### src/hdl/slc_pkg.sv
// shared types and constants of the cache tag controller
package slc_pkg;

   localparam int CFG_W      = 4;
   localparam int CSR_IDX_W  = 4;
   localparam int CNT_W      = 32;
   localparam int WAY_OUT_W  = 3;
   localparam int MAX_WAY_W  = 4;
   localparam int MAX_OFFSET = 12;

   localparam logic [CSR_IDX_W-1:0] CSR_OFFSET = 4'd0;
   localparam logic [CSR_IDX_W-1:0] CSR_INDEX  = 4'd1;
   localparam logic [CSR_IDX_W-1:0] CSR_WAYS   = 4'd2;

   localparam logic [1:0] ACT_WRITE = 2'd1;

   localparam logic [CNT_W-1:0] CNT_MAX = '1;

   typedef enum logic {
      ST_IDLE,
      ST_LOOK
   } slc_state_type;

   typedef struct packed {
      logic                 hit;
      logic                 writeback;
      logic [MAX_WAY_W-1:0] way;
   } slc_outcome_type;

endpackage

### src/hdl/slc_lookup.sv
// hit detection, victim choice and updated set row of one access
module slc_lookup
   import slc_pkg::*;
#(
   parameter int WAYS      = 8,
   parameter int ADDR_BITS = 32,
   parameter int WAY_W     = 3,
   parameter int WCNT_W    = 4
) (
   input  logic [WAYS-1:0][ADDR_BITS-1:0] tags,
   input  logic [WAYS-1:0]                valid,
   input  logic [WAYS-1:0]                dirty,
   input  logic [WAYS-1:0][WAY_W-1:0]     order,
   input  logic [ADDR_BITS-1:0]           tag,
   input  logic                           is_write,
   input  logic [WCNT_W-1:0]              ways_n,
   output slc_outcome_type                outcome,
   output logic [WAYS-1:0][ADDR_BITS-1:0] new_tags,
   output logic [WAYS-1:0]                new_valid,
   output logic [WAYS-1:0]                new_dirty,
   output logic [WAYS-1:0][WAY_W-1:0]     new_order
);

   logic             hit;
   logic [WAY_W-1:0] hit_way;
   logic             found;
   logic [WAY_W-1:0] free_way;
   logic [WAY_W-1:0] lru;
   logic [WAY_W-1:0] way;
   logic [WAY_W-1:0] pos;

   always_comb begin
      hit      = 1'b0;
      hit_way  = '0;
      found    = 1'b0;
      free_way = '0;
      for (int w = WAYS - 1; w >= 0; w--) begin
         if (WCNT_W'(w) < ways_n) begin
            if (valid[w] && tags[w] == tag) begin
               hit     = 1'b1;
               hit_way = WAY_W'(w);
            end
            if (!valid[w]) begin
               found    = 1'b1;
               free_way = WAY_W'(w);
            end
         end
      end
   end

   // least recent way in use
   always_comb begin
      lru = '0;
      for (int k = 0; k < WAYS; k++) begin
         if (WCNT_W'(order[k]) < ways_n) begin
            lru = order[k];
         end
      end
   end

   assign way = hit ? hit_way : (found ? free_way : lru);

   always_comb begin
      pos = WAY_W'(WAYS - 1);
      for (int p = WAYS - 1; p >= 0; p--) begin
         if (order[p] == way) begin
            pos = WAY_W'(p);
         end
      end
   end

   always_comb begin
      new_order[0] = way;
      for (int p = 1; p < WAYS; p++) begin
         new_order[p] = (WAY_W'(p) <= pos) ? order[p-1] : order[p];
      end
   end

   always_comb begin
      new_tags  = tags;
      new_valid = valid;
      new_dirty = dirty;
      if (hit) begin
         new_dirty[way] = dirty[way] | is_write;
      end else begin
         new_tags[way]  = tag;
         new_valid[way] = 1'b1;
         new_dirty[way] = is_write;
      end
   end

   assign outcome.hit       = hit;
   assign outcome.writeback = !hit && !found && dirty[lru];
   assign outcome.way       = MAX_WAY_W'(way);

endmodule

### config.mk
export PLATFORM = sky130hd
export DESIGN_NAME = slc_lookup
export DESIGN_NICKNAME = d
export VERILOG_FILES = /design/src/hdl/slc_pkg.sv /design/src/hdl/slc_lookup.sv
export SDC_FILE = /design/constraint.sdc
export NUM_CORES = 1
export LEC_CHECK = 0
export BUFFER_PORTS_ARGS = -buffer_cell sky130_fd_sc_hd__buf_2
export CORE_AREA = 4 4 244 246
export DETAILED_ROUTE_END_ITERATION = 6
export DIE_AREA = 0 0 248 250
export PLACE_DENSITY = 0.49
export REMOVE_ABC_BUFFERS = 1
export SYNTH_ARGS = -nofsm -noshare
export SYNTH_HDL_FRONTEND = slang
export SYNTH_SLANG_ARGS = --single-unit
### constraint.sdc
create_clock -name vclk -period 16.7
set_input_delay 3.34 -clock vclk [all_inputs]
set_output_delay 3.34 -clock vclk [all_outputs]
set_load 0.02 [all_outputs]
# [After elaboration in Yosys (flattened, before gate mapping)]
# Cells that the tools add are included.
[word_totals] ff_bits=0 inputBits=333 out_inout_bits=302
[op_classes] magnitude_cmp=26 eq_ne=15 muxes=102 bitwise_logic=2 n_reduce_logical=13
[op_table] op="bitwise mux 256 bit" count=1
[op_table] op="== test 32 bit" count=8
[op_table] op="2-to-1 mux 256 bit" count=1
[op_table] op="2-to-1 mux 3 bit" count=55
[op_table] op="demux 32 bit (select 3 bit)" count=1
[op_table] op="2-to-1 mux 1 bit" count=36
[op_table] op="< comparator 3 x 4 -> 1 bit" count=8
[op_table] op="2-to-1 mux 32 bit" count=1
[op_table] op="== test 3 bit" count=7
[op_table] op="bitwise mux 8 bit" count=2
[op_table] op="< comparator 3 x 4 -> 1 bit (first input constant)" count=4
[op_table] op="2-to-1 mux 8 bit" count=2
[op_table] op="less-or-equal comparator 3 bit (first input constant)" count=4
[op_table] op="logical AND 1 bit" count=11
[op_table] op="< comparator 1 x 4 -> 1 bit (first input constant)" count=2
[op_table] op="< comparator 2 x 4 -> 1 bit (first input constant)" count=2
[op_table] op="< comparator 3 x 4 -> 1 bit (second input constant)" count=2
[op_table] op="bitwise OR 8 bit" count=1
[op_table] op="binary-select mux 1 bit (select 3 bit)" count=2
[op_table] op="less-or-equal comparator 2 x 3 -> 1 bit (first input constant)" count=2
[op_table] op="demux 1 bit (select 3 bit)" count=1
[op_table] op="greater-or-equal comparator 3 x 1 -> 1 bit (second input constant)" count=1
[op_table] op="less-or-equal comparator 1 x 3 -> 1 bit (first input constant)" count=1
[op_table] op="logical NOT 1 bit" count=2
[op_table] op="bitwise OR 1 bit" count=1

# [Longest topological paths before layout]
[depth] word_depth=29 ltp_mapped=17 mapped_depth_nobuf=14

# [Least setup slack after synthesis]
# Ideal clock, no wire load.
[synth_path] kind="input to output" start="input port ways_n[2]" end="output port new_tags[132] in the netlist's numbering" arrival_time_ns=6.722 required_ns=13.360 setup_slack_ns=6.638 path_stages=15 n_path_buf=3 cell_sequence="buf_2 > inv_1 > ha_1 > a21oi_1 > o21ai_1 > nor4bb_1 > or4_1 > o211ai_1 > o311ai_1 > a21oi_4 > buf_6 > nor2b_1 > nand2_2 > buf_2 > o21ai_0"
[synth_lines] item="start, declared" line_no="slc_lookup.sv:16" source="input logic [WCNT_W-1:0] ways_n,"
[synth_lines] item="end, declared" line_no="slc_lookup.sv:18" source="output logic [WAYS-1:0][ADDR_BITS-1:0] new_tags,"

==> impl_metrics.csv <==
group,metric,value,unit
synthesis,mean_post_synth_cell_area,7.94,um2
cts,cts_resized,0,
timing,portion_of_the_clock_cycle_consumed_by_the_worst_path_in_the_final_layout,71.3,%
global_routing,initial_antenna_violation_count,11,
synthesis,synth_top_cells_by_area,"sky130_fd_sc_hd__mux2_2, sky130_fd_sc_hd__xnor2_1, sky130_fd_sc_hd__xor2_1",
global_routing,grt_pass1_vias,12800,
synthesis,synth.yosys.seq_area_share,0,%
die,die_area,0.0620,mm2
timing,rsz0062_at_grt,"no",
setup_path,crit_path_max_fanout,35,
die,floorplan.core_area,0.0574,mm2
synthesis,postSynthCellCount,1191,
setup_path,crit_type,"in -> out",
die,die-width,248,um
cells_and_area,syn2layout_area_growth,39.2,%
synthesis,netlist.top_cell.by_area,"sky130_fd_sc_hd__mux2_2",
setup_path,worstPathBufferInverterCount,3,
cells_and_area,final_layout_size_suffix_gt1_share,53.9,%
drt,met2_length,34.2,mm
die,io_pins,635,
timing,finalWorstPathRequiredPeriod,11.91,ns
worst_hold_path,hold_path_startpoint,"tags[236]",
global_routing,overflow,0,
timing,hold_viol,0,
die,fp-row-count,88,
global_routing,grt_first_pass_wirelength,96.9,mm
setup_path,worstPathCellList,"buf_2, xor2_1, or4_1, nor3_1, a41oi_1, nand3_1, o22ai_1, a21oi_4, inv_1, nor2_1, nand2_2, mux2_2, buf_2",
setup_path,cp_top_family,"simple AND/OR/NAND/NOR gates",
synthesis,synth.yosys.warnings,0,
drt,topRoutingLayerUsed,"met5",
synthesis,netlist-cell-type-count,77,
setup_path,timing.critical_path.from_type,"primary input",
timing,final_max_slew_viol_count,0,
place,hpwl,58.7,mm
global_routing,grt_max_degree,36,
setup_path,worst-endpoint-arrival,8.57,ns
status,run_status,"finished clean",
synthesis,synth.most_common_cell,"sky130_fd_sc_hd__mux2_2",
timing,worst_slew_pin_slew,1.15,ns
cells_and_area,n_sequential_cell,0,
drt,wire_per_inst,28.8,um
place,gpl.final_weighted_congestion,0.901,
setup_path,critical_path.slowest_cell,"sky130_fd_sc_hd__a21oi_4",
worst_hold_path,timing.hold.worst.class,"in -> out",
drt,wl_met1,30.2,mm
drt,drt_first_iter_violations,860,
setup_path,worst_setup_path_startpoint,"tag[30]",
drt,drt_pre_antenna_iters,5,
timing,fin_setup_tns,0,ns
drt,remaining_drc_errors,0,
cells_and_area,numnets_final,2089,
die,die-height,250,um
setup_path,crit_path_max_incr_delay,0.69,ns
timing,finalSetupViolCount,0,
synthesis,synthTopCellsByCount,"sky130_fd_sc_hd__mux2_2, sky130_fd_sc_hd__xnor2_1, sky130_fd_sc_hd__xor2_1",
drt,ant_nets,0,
cells_and_area,clkbuf_count,0,
job,drv_cap,0,
drt,drt_via_density,4.90,
timing,timing_limited_maximum_frequency,83.9,MHz
place,port_buffers,634,
cells_and_area,seq_area,0,um2
global_routing,groute.usage.overall,21.8,%
drt,vias,12300,
cts,cts.hold.buffers_added,0,
drt,routed-wl-met3,5.60,mm
timing,slew-limit-headroom,23.1,%
synthesis,syn_area,0.00945,mm2
die,initial_core_util,16.5,%
setup_path,crit_top_cell,"sky130_fd_sc_hd__buf_2",
synthesis,synth_top_area_share,27.6,%
cts,cts.repair_timing.setup_buffer_count,0,
drt,wirelength,72.3,mm
setup_path,timing.critical_path.to_type,"output pin",
setup_path,cp_data_required_time,13.36,ns
-- through the flow --
| stage | hold slack, ns | util (%) | setup slack, ns | cell area (um2) | std cells |
|---|---|---|---|---|---|
| 2_1_floorplan | 6.82 | - | 5.10 | 8850 | 1084 |
| 3_3_place_gp | 7.04 | 22.9 | 4.90 | 13100 | 2503 |
| 3_5_place_dp | 7.04 | 22.9 | 4.86 | 13100 | 2503 |
| 4_1_cts | 7.05 | 22.9 | 4.85 | 13100 | 2503 |
| 5_1_grt | 7.07 | 22.9 | 4.52 | 13200 | 2504 |
| 6_report | 7.05 | 22.9 | 4.79 | 13200 | 2509 |
-- logic make-up after synthesis --
family                     Yosys count  share of synthesized area [%]
buffers and inverters              134                           7.49
AOI/OAI and AO/OA                  114                           7.93
xor gates and xnor gates           259                           24.0
muxes                              280                           33.9
adders and majority gates           16                           2.12
and+or+nand+nor                    387                           24.6
other                                1                         0.0397
-- final timing paths --
check / to / slack, ns / cells after the start
setup / recovery: new_tags[153] / 4.79 / 13
hold / removal: new_tags[236] / 7.05 / 3
-- placed cells by master, fill, tap and decap left out, types with 5 or more instances in the layout --
cell type / instances
sky130_fd_sc_hd__nand2_1: 63
sky130_fd_sc_hd__mux2_1: 22
sky130_fd_sc_hd__nor2_1: 31
sky130_fd_sc_hd__ha_1: 16
sky130_fd_sc_hd__nand3_1: 25
sky130_fd_sc_hd__o2111ai_1: 5
sky130_fd_sc_hd__nor2b_1: 11
sky130_fd_sc_hd__mux2_4: 16
sky130_fd_sc_hd__nand2b_1: 45
sky130_fd_sc_hd__inv_1: 27
sky130_fd_sc_hd__diode_2: 6
sky130_fd_sc_hd__or2_2: 9
sky130_fd_sc_hd__buf_2: 634
sky130_fd_sc_hd__nor4_1: 51
sky130_fd_sc_hd__a31oi_1: 10
sky130_fd_sc_hd__o21ai_0: 22
sky130_fd_sc_hd__or4_1: 11
sky130_fd_sc_hd__nor4b_1: 6
sky130_fd_sc_hd__o21ai_1: 5
sky130_fd_sc_hd__xor2_1: 88
sky130_fd_sc_hd__o211ai_1: 10
sky130_fd_sc_hd__mux2i_1: 10
sky130_fd_sc_hd__and4b_1: 5
sky130_fd_sc_hd__xnor2_1: 171
sky130_fd_sc_hd__nand4_1: 65
sky130_fd_sc_hd__buf_4: 20
sky130_fd_sc_hd__a21oi_1: 28
sky130_fd_sc_hd__nor3_1: 17
sky130_fd_sc_hd__mux2_2: 232
-- metal layers --
metal,up-vias,GRT usage [%]
li1,5440,-
met3,126,3.47
met1,6007,28.2
met2,721,37.2
met4,2,6.06
met5,-,0
-- final cells by class --
type | instances | area, um2
Multi-Input combinational cell | 1057 | 8770
Inverter | 27 | 101
Tap cell | 765 | 957
Antenna cell | 6 | 15.0
Fill cell | 6489 | 44200
Timing Repair Buffer | 654 | 3320
